### src/hw/rtl/ecd_pkg.sv
package ecd_pkg;

	localparam logic [62:0] MAX_EPOCH = 63'd253402300799;

	localparam int          DAY_SH   = 41;
	localparam logic [9:0]  DAY_DIV  = 10'd675;
	localparam logic [31:0] DAY_MUL  = 32'(((64'd1 << DAY_SH) + 64'd674) / 64'd675);

	localparam logic [21:0] EPOCH_DAYS = 22'd719468;
	localparam logic [17:0] ERA_DAYS   = 18'd146097;
	localparam logic [17:0] ERA_LAST   = 18'd146096;
	localparam int          ERA_SH     = 40;
	localparam logic [22:0] ERA_MUL    = 23'(((64'd1 << ERA_SH) + 64'd146096) / 64'd146097);

	localparam int          LEAP4_SH  = 29;
	localparam logic [18:0] LEAP4_MUL = 19'(((64'd1 << LEAP4_SH) + 64'd1459) / 64'd1460);
	localparam int          CENT_SH   = 34;
	localparam logic [18:0] CENT_MUL  = 19'(((64'd1 << CENT_SH) + 64'd36523) / 64'd36524);
	localparam int          YEAR_SH   = 27;
	localparam logic [18:0] YEAR_MUL  = 19'(((64'd1 << YEAR_SH) + 64'd364) / 64'd365);
	localparam int          Y100_SH   = 16;
	localparam logic [9:0]  Y100_MUL  = 10'(((64'd1 << Y100_SH) + 64'd99) / 64'd100);
	localparam int          MP_SH     = 19;
	localparam logic [11:0] MP_MUL    = 12'(((64'd1 << MP_SH) + 64'd152) / 64'd153);

	localparam int          HOUR_SH  = 21;
	localparam logic [13:0] HOUR_MUL = 14'(((64'd1 << HOUR_SH) + 64'd224) / 64'd225);
	localparam int          WD_SH    = 25;
	localparam logic [22:0] WD_MUL   = 23'(((64'd1 << WD_SH) + 64'd6) / 64'd7);
	localparam int          MIN_SH   = 14;
	localparam logic [10:0] MIN_MUL  = 11'(((64'd1 << MIN_SH) + 64'd14) / 64'd15);

	localparam logic [13:0] MIN_YEAR = 14'd1970;
	localparam logic [13:0] MAX_YEAR = 14'd9999;

	typedef struct packed {
		logic        ok;
		logic [13:0] year;
		logic [3:0]  month;
		logic [4:0]  day_of_month;
	} ecd_date_t;

	typedef struct packed {
		logic [2:0] weekday;
		logic [4:0] hour;
		logic [5:0] minute;
		logic [5:0] second;
	} ecd_tod_t;

	typedef struct packed {
		logic        valid_res;
		logic [13:0] year;
		logic [3:0]  month;
		logic [4:0]  day_of_month;
		logic [2:0]  weekday;
		logic [4:0]  hour;
		logic [5:0]  minute;
		logic [5:0]  second;
	} ecd_res_t;

	function automatic logic [8:0] month_offset(input logic [3:0] mp);
		logic [8:0] off;
		case (mp)
			4'd0:    off = 9'd0;
			4'd1:    off = 9'd31;
			4'd2:    off = 9'd61;
			4'd3:    off = 9'd92;
			4'd4:    off = 9'd122;
			4'd5:    off = 9'd153;
			4'd6:    off = 9'd184;
			4'd7:    off = 9'd214;
			4'd8:    off = 9'd245;
			4'd9:    off = 9'd275;
			4'd10:   off = 9'd306;
			4'd11:   off = 9'd337;
			default: off = 9'd0;
		endcase
		return off;
	endfunction

endpackage

### src/hw/rtl/ecd_split.sv
module ecd_split (
	input  logic        clk,
	input  logic        arst_n,
	input  logic        en,
	input  logic        in_vld,
	input  logic [63:0] epoch_seconds,
	output logic        vld_s3,
	output logic        ok_s3,
	output logic [21:0] days_s3,
	output logic [16:0] daily_s3
);

	logic        vld_s1, vld_s2;
	logic        ok_s1, ok_s2;
	logic [37:0] sec_s1;
	logic [21:0] days_s2;
	logic [30:0] x_s2;
	logic [6:0]  lo_s2;
	logic [62:0] prod_days;
	logic [30:0] rem_day;

	assign prod_days = 63'(sec_s1[37:7]) * 63'(ecd_pkg::DAY_MUL);
	assign rem_day   = x_s2 - 31'(days_s2) * 31'(ecd_pkg::DAY_DIV);

	always_ff @(posedge clk or negedge arst_n) begin
		if (!arst_n) begin
			vld_s1 <= 1'b0;
			vld_s2 <= 1'b0;
			vld_s3 <= 1'b0;
		end else if (en) begin
			vld_s1 <= in_vld;
			vld_s2 <= vld_s1;
			vld_s3 <= vld_s2;
		end
	end

	always_ff @(posedge clk) begin
		if (en) begin
			ok_s1    <= ~epoch_seconds[63] && (epoch_seconds[62:0] <= ecd_pkg::MAX_EPOCH);
			sec_s1   <= epoch_seconds[37:0];
			ok_s2    <= ok_s1;
			days_s2  <= prod_days[ecd_pkg::DAY_SH +: 22];
			x_s2     <= sec_s1[37:7];
			lo_s2    <= sec_s1[6:0];
			ok_s3    <= ok_s2;
			days_s3  <= days_s2;
			daily_s3 <= {rem_day[9:0], lo_s2};
		end
	end

endmodule

### src/hw/rtl/ecd_tod.sv
module ecd_tod (
	input  logic               clk,
	input  logic               en,
	input  logic [21:0]        days_s3,
	input  logic [16:0]        daily_s3,
	output ecd_pkg::ecd_tod_t  tod
);

	logic [21:0] dw_s4, dw_s5;
	logic [16:0] daily_s4;
	logic [4:0]  hour_s4, hour_s5, hour_s6, hour_s7;
	logic [19:0] q7_s5;
	logic [11:0] remh_s5, remh_s6;
	logic [2:0]  wd_s6, wd_s7;
	logic [5:0]  min_s6, min_s7;
	logic [5:0]  sec_s7;
	ecd_pkg::ecd_tod_t pad_s8, pad_s9, pad_s10, pad_s11, pad_s12;

	logic [26:0] prod_hour;
	logic [44:0] prod_wd;
	logic [20:0] prod_min;
	logic [16:0] remh_full;
	logic [21:0] wd_full;
	logic [11:0] sec_full;

	assign prod_hour = 27'(daily_s3[16:4]) * 27'(ecd_pkg::HOUR_MUL);
	assign prod_wd   = 45'(dw_s4) * 45'(ecd_pkg::WD_MUL);
	assign remh_full = daily_s4 - 17'(hour_s4) * 17'd3600;
	assign prod_min  = 21'(remh_s5[11:2]) * 21'(ecd_pkg::MIN_MUL);
	assign wd_full   = dw_s5 - 22'(q7_s5) * 22'd7;
	assign sec_full  = remh_s6 - 12'(min_s6) * 12'd60;

	always_ff @(posedge clk) begin
		if (en) begin
			dw_s4    <= days_s3 + 22'd4;
			daily_s4 <= daily_s3;
			hour_s4  <= prod_hour[ecd_pkg::HOUR_SH +: 5];
			dw_s5    <= dw_s4;
			q7_s5    <= prod_wd[ecd_pkg::WD_SH +: 20];
			remh_s5  <= remh_full[11:0];
			hour_s5  <= hour_s4;
			wd_s6    <= wd_full[2:0];
			min_s6   <= prod_min[ecd_pkg::MIN_SH +: 6];
			remh_s6  <= remh_s5;
			hour_s6  <= hour_s5;
			wd_s7    <= wd_s6;
			min_s7   <= min_s6;
			sec_s7   <= sec_full[5:0];
			hour_s7  <= hour_s6;
			pad_s8   <= '{weekday: wd_s7, hour: hour_s7, minute: min_s7, second: sec_s7};
			pad_s9   <= pad_s8;
			pad_s10  <= pad_s9;
			pad_s11  <= pad_s10;
			pad_s12  <= pad_s11;
		end
	end

	assign tod = pad_s12;

endmodule

### src/hw/rtl/ecd_civil.sv
module ecd_civil (
	input  logic                clk,
	input  logic                arst_n,
	input  logic                en,
	input  logic                vld_s3,
	input  logic                ok_s3,
	input  logic [21:0]         days_s3,
	output logic                vld_s12,
	output ecd_pkg::ecd_date_t  date
);

	logic vld_s4, vld_s5, vld_s6, vld_s7, vld_s8, vld_s9, vld_s10, vld_s11;
	logic ok_s4, ok_s5, ok_s6, ok_s7, ok_s8, ok_s9, ok_s10, ok_s11, ok_s12;

	logic [21:0] d_s4, d_s5;
	logic [4:0]  era_s5, era_s6, era_s7, era_s8, era_s9;
	logic [17:0] doe_s6, doe_s7, doe_s8, doe_s9, doe_s10;
	logic [6:0]  a_s7;
	logic [2:0]  b_s7;
	logic        c_s7;
	logic [17:0] t_s8;
	logic [8:0]  yoe_s9;
	logic [17:0] yc_s10;
	logic [13:0] y0_s10, y0_s11, y0_s12;
	logic [8:0]  doy_s11, doy_s12;
	logic [10:0] n5_s11;
	logic [3:0]  mp_s12;

	logic [44:0] prod_era;
	logic [21:0] doe_full;
	logic [36:0] prod_a, prod_b, prod_yoe;
	logic [18:0] prod_y100;
	logic [17:0] doy_full;
	logic [22:0] prod_mp;
	logic [8:0]  day_full;
	logic [3:0]  month_c;
	logic [13:0] year_c;

	assign prod_era  = 45'(d_s4) * 45'(ecd_pkg::ERA_MUL);
	assign doe_full  = d_s5 - 22'(era_s5) * 22'(ecd_pkg::ERA_DAYS);
	assign prod_a    = 37'(doe_s6) * 37'(ecd_pkg::LEAP4_MUL);
	assign prod_b    = 37'(doe_s6) * 37'(ecd_pkg::CENT_MUL);
	assign prod_yoe  = 37'(t_s8) * 37'(ecd_pkg::YEAR_MUL);
	assign prod_y100 = 19'(yoe_s9) * 19'(ecd_pkg::Y100_MUL);
	assign doy_full  = doe_s10 - yc_s10;
	assign prod_mp   = 23'(n5_s11) * 23'(ecd_pkg::MP_MUL);

	always_ff @(posedge clk or negedge arst_n) begin
		if (!arst_n) begin
			vld_s4  <= 1'b0;
			vld_s5  <= 1'b0;
			vld_s6  <= 1'b0;
			vld_s7  <= 1'b0;
			vld_s8  <= 1'b0;
			vld_s9  <= 1'b0;
			vld_s10 <= 1'b0;
			vld_s11 <= 1'b0;
			vld_s12 <= 1'b0;
		end else if (en) begin
			vld_s4  <= vld_s3;
			vld_s5  <= vld_s4;
			vld_s6  <= vld_s5;
			vld_s7  <= vld_s6;
			vld_s8  <= vld_s7;
			vld_s9  <= vld_s8;
			vld_s10 <= vld_s9;
			vld_s11 <= vld_s10;
			vld_s12 <= vld_s11;
		end
	end

	always_ff @(posedge clk) begin
		if (en) begin
			ok_s4   <= ok_s3;
			d_s4    <= days_s3 + ecd_pkg::EPOCH_DAYS;

			ok_s5   <= ok_s4;
			d_s5    <= d_s4;
			era_s5  <= prod_era[ecd_pkg::ERA_SH +: 5];

			ok_s6   <= ok_s5;
			doe_s6  <= doe_full[17:0];
			era_s6  <= era_s5;

			ok_s7   <= ok_s6;
			a_s7    <= prod_a[ecd_pkg::LEAP4_SH +: 7];
			b_s7    <= prod_b[ecd_pkg::CENT_SH +: 3];
			c_s7    <= (doe_s6 == ecd_pkg::ERA_LAST);
			doe_s7  <= doe_s6;
			era_s7  <= era_s6;

			ok_s8   <= ok_s7;
			t_s8    <= doe_s7 - 18'(a_s7) + 18'(b_s7) - 18'(c_s7);
			doe_s8  <= doe_s7;
			era_s8  <= era_s7;

			ok_s9   <= ok_s8;
			yoe_s9  <= prod_yoe[ecd_pkg::YEAR_SH +: 9];
			doe_s9  <= doe_s8;
			era_s9  <= era_s8;

			ok_s10  <= ok_s9;
			yc_s10  <= 18'(yoe_s9) * 18'd365 + 18'(yoe_s9[8:2])
				- 18'(prod_y100[ecd_pkg::Y100_SH +: 3]);
			y0_s10  <= 14'(yoe_s9) + 14'(era_s9) * 14'd400;
			doe_s10 <= doe_s9;

			ok_s11  <= ok_s10;
			doy_s11 <= doy_full[8:0];
			n5_s11  <= 11'(doy_full[8:0]) * 11'd5 + 11'd2;
			y0_s11  <= y0_s10;

			ok_s12  <= ok_s11;
			mp_s12  <= prod_mp[ecd_pkg::MP_SH +: 4];
			doy_s12 <= doy_s11;
			y0_s12  <= y0_s11;
		end
	end

	always_comb begin
		day_full = doy_s12 - ecd_pkg::month_offset(mp_s12) + 9'd1;
		month_c  = (mp_s12 < 4'd10) ? mp_s12 + 4'd3 : mp_s12 - 4'd9;
		year_c   = y0_s12 + 14'(month_c <= 4'd2);
		date.ok           = ok_s12 && (year_c >= ecd_pkg::MIN_YEAR)
			&& (year_c <= ecd_pkg::MAX_YEAR);
		date.year         = year_c;
		date.month        = month_c;
		date.day_of_month = day_full[4:0];
	end

endmodule

### src/hw/rtl/ecd_out.sv
module ecd_out (
	input  logic               clk,
	input  logic               arst_n,
	input  logic               in_vld,
	input  ecd_pkg::ecd_res_t  in_res,
	input  logic               out_stall,
	output logic               out_valid,
	output ecd_pkg::ecd_res_t  out_res,
	output logic               en
);

	logic              out_vld_q, skid_vld_q;
	ecd_pkg::ecd_res_t out_q, skid_q;
	logic              take;

	assign take      = out_vld_q && !out_stall;
	assign en        = !skid_vld_q;
	assign out_valid = out_vld_q;
	assign out_res   = out_q;

	always_ff @(posedge clk or negedge arst_n) begin
		if (!arst_n) begin
			out_vld_q  <= 1'b0;
			skid_vld_q <= 1'b0;
		end else if (skid_vld_q) begin
			if (take) begin
				skid_vld_q <= 1'b0;
			end
		end else if (in_vld) begin
			if (out_vld_q && !take) begin
				skid_vld_q <= 1'b1;
			end else begin
				out_vld_q <= 1'b1;
			end
		end else if (take) begin
			out_vld_q <= 1'b0;
		end
	end

	always_ff @(posedge clk) begin
		if (skid_vld_q) begin
			if (take) begin
				out_q <= skid_q;
			end
		end else if (in_vld) begin
			if (out_vld_q && !take) begin
				skid_q <= in_res;
			end else begin
				out_q <= in_res;
			end
		end
	end

endmodule

### src/hw/rtl/epoch_seconds_to_civil_datetime_unit.sv
// Channel  Handshake            Payload
// in       in_valid, in_stall   epoch_seconds
// out      out_valid, out_stall valid_res, year, month, day_of_month, weekday,
//                               hour, minute, second
//
// One word enters per cycle while in_stall is low.
// Twelve pipeline stages feed an output register; the stage count is set by the
// chain of constant divisions from seconds to year, each a multiply by a reciprocal.
// Reset clears only the valid bits and the output and skid flags.
// A stalled output word holds; one more word lands in the skid register, and
// in_stall stays high while that register is full, freezing every stage.
module epoch_seconds_to_civil_datetime_unit (
	input  logic        clk,
	input  logic        arst_n,
	input  logic        in_valid,
	output logic        in_stall,
	input  logic [63:0] epoch_seconds,
	output logic        out_valid,
	input  logic        out_stall,
	output logic        valid_res,
	output logic [13:0] year,
	output logic [3:0]  month,
	output logic [4:0]  day_of_month,
	output logic [2:0]  weekday,
	output logic [4:0]  hour,
	output logic [5:0]  minute,
	output logic [5:0]  second
);

	logic               en;
	logic               vld_s3, ok_s3, vld_s12;
	logic [21:0]        days_s3;
	logic [16:0]        daily_s3;
	ecd_pkg::ecd_date_t date;
	ecd_pkg::ecd_tod_t  tod;
	ecd_pkg::ecd_res_t  res, out_res;

	assign in_stall = !en;

	ecd_split u_split (
		.clk           (clk),
		.arst_n        (arst_n),
		.en            (en),
		.in_vld        (in_valid),
		.epoch_seconds (epoch_seconds),
		.vld_s3        (vld_s3),
		.ok_s3         (ok_s3),
		.days_s3       (days_s3),
		.daily_s3      (daily_s3)
	);

	ecd_civil u_civil (
		.clk     (clk),
		.arst_n  (arst_n),
		.en      (en),
		.vld_s3  (vld_s3),
		.ok_s3   (ok_s3),
		.days_s3 (days_s3),
		.vld_s12 (vld_s12),
		.date    (date)
	);

	ecd_tod u_tod (
		.clk      (clk),
		.en       (en),
		.days_s3  (days_s3),
		.daily_s3 (daily_s3),
		.tod      (tod)
	);

	// zero every field of a rejected count
	always_comb begin
		res.valid_res    = date.ok;
		res.year         = date.ok ? date.year : '0;
		res.month        = date.ok ? date.month : '0;
		res.day_of_month = date.ok ? date.day_of_month : '0;
		res.weekday      = date.ok ? tod.weekday : '0;
		res.hour         = date.ok ? tod.hour : '0;
		res.minute       = date.ok ? tod.minute : '0;
		res.second       = date.ok ? tod.second : '0;
	end

	ecd_out u_out (
		.clk       (clk),
		.arst_n    (arst_n),
		.in_vld    (vld_s12),
		.in_res    (res),
		.out_stall (out_stall),
		.out_valid (out_valid),
		.out_res   (out_res),
		.en        (en)
	);

	assign valid_res    = out_res.valid_res;
	assign year         = out_res.year;
	assign month        = out_res.month;
	assign day_of_month = out_res.day_of_month;
	assign weekday      = out_res.weekday;
	assign hour         = out_res.hour;
	assign minute       = out_res.minute;
	assign second       = out_res.second;

endmodule
### config.mk
export PLATFORM = sky130hd
export DESIGN_NAME = epoch_seconds_to_civil_datetime_unit
export DESIGN_NICKNAME = d
export VERILOG_FILES = /design/src/hw/rtl/ecd_pkg.sv /design/src/hw/rtl/ecd_split.sv /design/src/hw/rtl/ecd_tod.sv /design/src/hw/rtl/ecd_civil.sv /design/src/hw/rtl/ecd_out.sv /design/src/hw/rtl/epoch_seconds_to_civil_datetime_unit.sv
export SDC_FILE = /design/constraint.sdc
export NUM_CORES = 2
export LEC_CHECK = 0
export ABC_AREA = 1
export BUFFER_PORTS_ARGS = -buffer_cell sky130_fd_sc_hd__buf_2
export CORE_MARGIN = 2
export CORE_UTILIZATION = 30
export CTS_CLUSTER_SIZE = 20
export DETAILED_ROUTE_END_ITERATION = 8
export PLACE_DENSITY = 0.44
export SLEW_MARGIN = 0
export SYNTH_ARGS = -nofsm -noshare
export SYNTH_HDL_FRONTEND = slang
export SYNTH_SLANG_ARGS = --single-unit
### constraint.sdc
create_clock -name clk -period 38.3 [get_ports clk]
set_input_delay 5.745 -clock clk [delete_from_list [all_inputs] [get_ports clk]]
set_output_delay 5.745 -clock clk [all_outputs]
set_load 0.03 [all_outputs]
=== Yosys cells after proc, flatten, opt, wreduce, memory -nomap -nowiden ===
Memory sizes are Yosys's and may differ from the RTL's. A register that Yosys moved wholly into a read port is not among the register bits.
Cells that the tools add are included.

* Memories: 1
* Bits in read-only memories: 144
* Output and inout bits: 46
* Bits of input ports: 68
* Bits in registers: 691

* Reductions and logical operators: 12
* Multipliers: 18
* Bitwise logic cells: 2
* Add/sub/neg operators: 20
* Mux-type cells: 20
* Order comparisons: 5
* Eq/ne operators: 4

{| class="wikitable"
|+ Memory list
! memory !! depth !! bits a word !! read ports !! clocked after Yosys merged registers in !! wr ports !! RTL line !! RTL
|-
| (no name shown) || 16 || 9 || 1 || 1 || 0 || ecd_pkg.sv:63 || <nowiki>case (mp)</nowiki>
|}

{| class="wikitable"
|+ Operators with widths
! cell !! count
|-
| $mux W44 || 4
|-
| $mul A18 B16 Y33 const B || 2
|-
| $le A63 B38 Y1 const B || 1
|-
| $mul A31 B32 Y63 const B || 1
|-
| $mul A22 B23 Y45 const B || 1
|-
| $mul A22 B22 Y44 const B || 1
|-
| $mul A18 B19 Y37 const B || 1
|-
| $mul A13 B14 Y26 const B || 1
|-
| $mul A11 B12 Y23 const B || 1
|-
| $add A22 B20 Y22 const B || 1
|-
| $add A22 B3 Y22 const B || 1
|-
| $mul A22 B10 Y10 const B || 1
|-
| $mul A10 B11 Y20 const B || 1
|-
| $mul A20 B3 Y3 const B || 1
|-
| $add A18 B3 Y18 || 1
|-
| $eq A18 B18 Y1 const B || 1
|-
| $mul A5 B18 Y18 const B || 1
|-
| $sub A18 B1 Y18 || 1
|-
| $sub A18 B18 Y18 || 1
|-
| $sub A18 B7 Y18 || 1
|-
| $mul A9 B6 Y15 const B || 1
|-
| $add A14 B1 Y14 || 1
|-
| $add A9 B14 Y14 || 1
|-
| $ge A14 B11 Y1 const B || 1
|-
| 33 further kinds || 53
|}

=== Longest topological paths before layout ===
* Word-level depth: 11
* Mapped depth: 30
* Mapped depth without buffers: 30

=== Cells and area by module ===
A second synthesis with hierarchy kept.

* Cells, all modules: 8,460
* Area total of the unflattened synthesis: 82,899.5 um^2

{| class="wikitable"
|+ Modules (own cells, without submodules)
! module !! cells each !! instances !! area each (um^2)
|-
| ecd_civil || 4,324 || 1 || 42,391.9
|-
| ecd_split || 2,429 || 1 || 21,584.5
|-
| ecd_tod || 1,364 || 1 || 15,202.1
|-
| ecd_out || 251 || 1 || 3,342.0
|-
| epoch_seconds_to_civil_datetime_unit || 92 || 1 || 379.1
|}

=== Worst setup path after synthesis ===
No wires, ideal clock.

* Kind: reg2reg
* From: register u_out.skid_vld_q
* To: register with a tool-made name
* Period minus slack after synthesis: 17,668 ps
* Slack: 20,632 ps
* Arrival: 17,555 ps
* Required time: 38,187 ps
* Setup time: 113 ps
* Stages on the path, launching flop included: 11
* Path through: dfrtp_1 > clkbuf_1 > inv_1 > clkbuf_1 > buf_1 > nand2_1 > nand2_1 > ha_1 > inv_1 > nor2_1 > nor2_1

{| class="wikitable"
|+ RTL lines
! what !! RTL line !! RTL
|-
| start, declared || ecd_out.sv:12 || <nowiki>logic out_vld_q, skid_vld_q;</nowiki>
|-
| start signal, assigned || ecd_out.sv:24 || <nowiki>skid_vld_q <= 1'b0;</nowiki>
|-
| start signal, assigned || ecd_out.sv:27 || <nowiki>skid_vld_q <= 1'b0;</nowiki>
|-
| start signal, assigned || ecd_out.sv:31 || <nowiki>skid_vld_q <= 1'b1;</nowiki>
|}

=== Worst setup path after layout ===
* From: register u_out.skid_vld_q
* To: output in_stall

{| class="wikitable"
|+ RTL lines
! what !! RTL line !! RTL
|-
| end, declared || epoch_seconds_to_civil_datetime_unit.sv:16 || <nowiki>output logic in_stall,</nowiki>
|}

No word-level cell between the ends.

==> run summary <==
largest net degree at the start of global routing = 170
initial core utilization = 0.302
status = completed
commonest non-fill, non-tap cells in the layout = inv_1, ha_1, fa_1
final worst path period need = 7.28 ns
Final Hold Fails = 0
clk slew on worst S/H paths = 0.06 ns
CTS root buffer = clkbuf_16
ys async rst share = 0.0208
vias per cell = 4.45
placed instance area = 86,200 sq um
Die Height = 524 um
Inserted Clock Buffers = 80
Yosys reg bits = 672
Rel. slew slack = 0.287
max-cap violations = 0
Hold Path Class = flop to flop
clk_lat worst skew = 0.72 ns
antenna-violating nets left = 0
final instance area = 88,900 sq um
critical path required time = 32.55 ns
Worst-Margin Slew = 1.07 ns
Post-CTS Setup Bufs = 0
Gates resized, CTS repair = 0
DIE AREA = 274,000 sq um
final max-slew violation count = 0
sequential element share of the synthesized area = 0.248
IO Pins = 114
final setup violation count = 0
area of the multi-input gates = 53,000 sq um
clk_skew = 0.0853 ns
critical path launch point = u_out.skid_vld_q
CP delay by family, top = flip-flops
vias in the first global route = 56,800
GPL Wtd Cong = 0.875
# rows = 190
Synth-to-Final Area Change = 9.77%
crit end category = output pin
Clock Path Buffers = 3
fin nets = 10,900
Mapped Nets = 10,700
FF+latch area = 20,100 sq um
total grt overflow = 0
final routed DRC violation total = 0
initial antenna violation count = 10
Worst path slowest cell = dfrtp_2
WP buf/inv = 1
library cells used by synthesis = 45
die width = 524 um
vias = 52,800
post-synthesis average cell area = 10.1 sq um
setup TNS = 0 ns
CTS H-tree lvls = 3
FILL cells = 27,500
Critical Path AT = 1.53 ns
Core Region = 268,000 sq um
Hold Buf Count CTS = 0
Post-synth EDFFs = 653
CTS tree = built
Pre-Repair DR Iteration Count = 5
IO Port Bufs = 113
GRT Total Usage = 0.152
ratio of cells with drive above 1 in the final layout = 0.0356
RSZ-0062 raised after global routing = false
achievable frequency = 137 MHz
ys flop type = edfxtp_1
CTS Sinks = 672
first-pass GRT wire length = 323,000 um
Final Cycle Share = 0.190
Yosys Warn Count = 0
detailed-placement wirelength estimate = 170,000 um
initial drt markers = 2,558
Post-Route WL = 203,000 um
mapped cell area = 81,000 sq um
crit path max fanout = 13
WL per Instance = 17.1 um
WHS = 0.369 ns
Setup CP Type = flop to output pin
max incr delay on CP = 0.58 ns
critical hold path startpoint = u_split.days_s2[13]
Critical Path, Cell by Cell = buf_2
critical path startpoint category = flop
r2r startpoint = u_split.sec_s1[23]
cells after synthesis = 8,048
commonest non-fill, non-tap cell in the layout = inv_1
layer usage:
metal  vias up  GRT usage  part of all wire
li1      26100          -                 -
met1     25700      0.208              0.47
met2       870      0.248              0.46
met3       218     0.0266             0.048
met4         2     0.0343             0.022
met5         -          0          0.000064
cell type report:
type	instances	area share
inverters	2089	0.0883
well taps	3552	0.0500
multi-input cells	5259	0.596
flip-flops and latches	672	0.226
repair buffers	148	0.00945
clock inverters	54	0.00757
diodes	2	0.0000563
clock buffers	92	0.0230
Yosys cell counts (all sizes together) (2+ instances only):
master,n,area [sq um]
and3,2,12.5
a31oi,12,75.1
nor3b,3,22.5
dfxtp,5,100
nand4,112,701
nor2,410,1580
dfrtp,14,350
o31ai,8,60.1
o21ai,193,966
fa,1003,20100
buf,17,80.1
nand3b,13,97.6
a22oi,2,15.0
nand3,189,946
nor3,59,295
nand2,962,3610
a21oi,321,1610
o21bai,28,210
clkbuf,11,41.3
a211oi,6,45.0
xor2,137,1200
o21a,20,150
a21boi,18,135
and2,4,25.0
edfxtp,653,19600
or2,12,75.1
nor4,25,156
o2111ai,3,26.3
a21o,43,323
inv,2089,7840
xnor2,76,666
o221ai,2,17.5
o211ai,11,82.6
ha,1581,19800
cell families after synthesis:
logic type,after synthesis,share of synthesized area
DFF,672,0.248
adders and majority gates,2584,0.492
buffers and inverters,2117,0.0983
AOI/OAI and AO/OA,669,0.0460
and+or+nand+nor,1793,0.0931
xor gates and xnor gates,213,0.0230
metrics by stage:
stage | setup slack, ns | util | instances
final | 31.02 | 0.331 | 11900
after global routing | 30.94 | 0.331 | 11900
after CTS | 30.95 | 0.331 | 11900
after detailed placement | 30.69 | 0.321 | 11700
after global placement | 30.60 | 0.321 | 11700
after floorplan | 20.63 | - | 8048
worst paths after layout:
kind / to / slack [ns] / cells past startpoint
max in group asynchronous: u_out.skid_vld_q / 33.09 / 1
worst max register to register: u_split.days_s2[15] / 31.25 / 21
worst min-delay path: u_split.days_s3[13] / 0.37 / 0
worst min register to register: u_split.days_s3[13] / 0.37 / 0
worst max-delay path: in_stall / 31.02 / 1
min in group asynchronous: u_civil.vld_s11 / 4.94 / 1
registers in the layout (all words and copies together) (netlist names), 19 cells and up, named ones only:
register and flops:
u_tod.pad_s10 20, u_split.days_s2 22, u_out.skid_q 44, u_tod.pad_s11 20
u_split.days_s3 22, u_split.sec_s1 38, u_tod.pad_s8 20, u_tod.pad_s9 20
u_tod.tod 20, u_civil.d_s4 22, u_tod.dw_s4 19, u_out.out_res 44
Power is left out: the tool's default activity adds up to more than one toggle a clock period on the data nets, which glitch-free logic cannot reach.
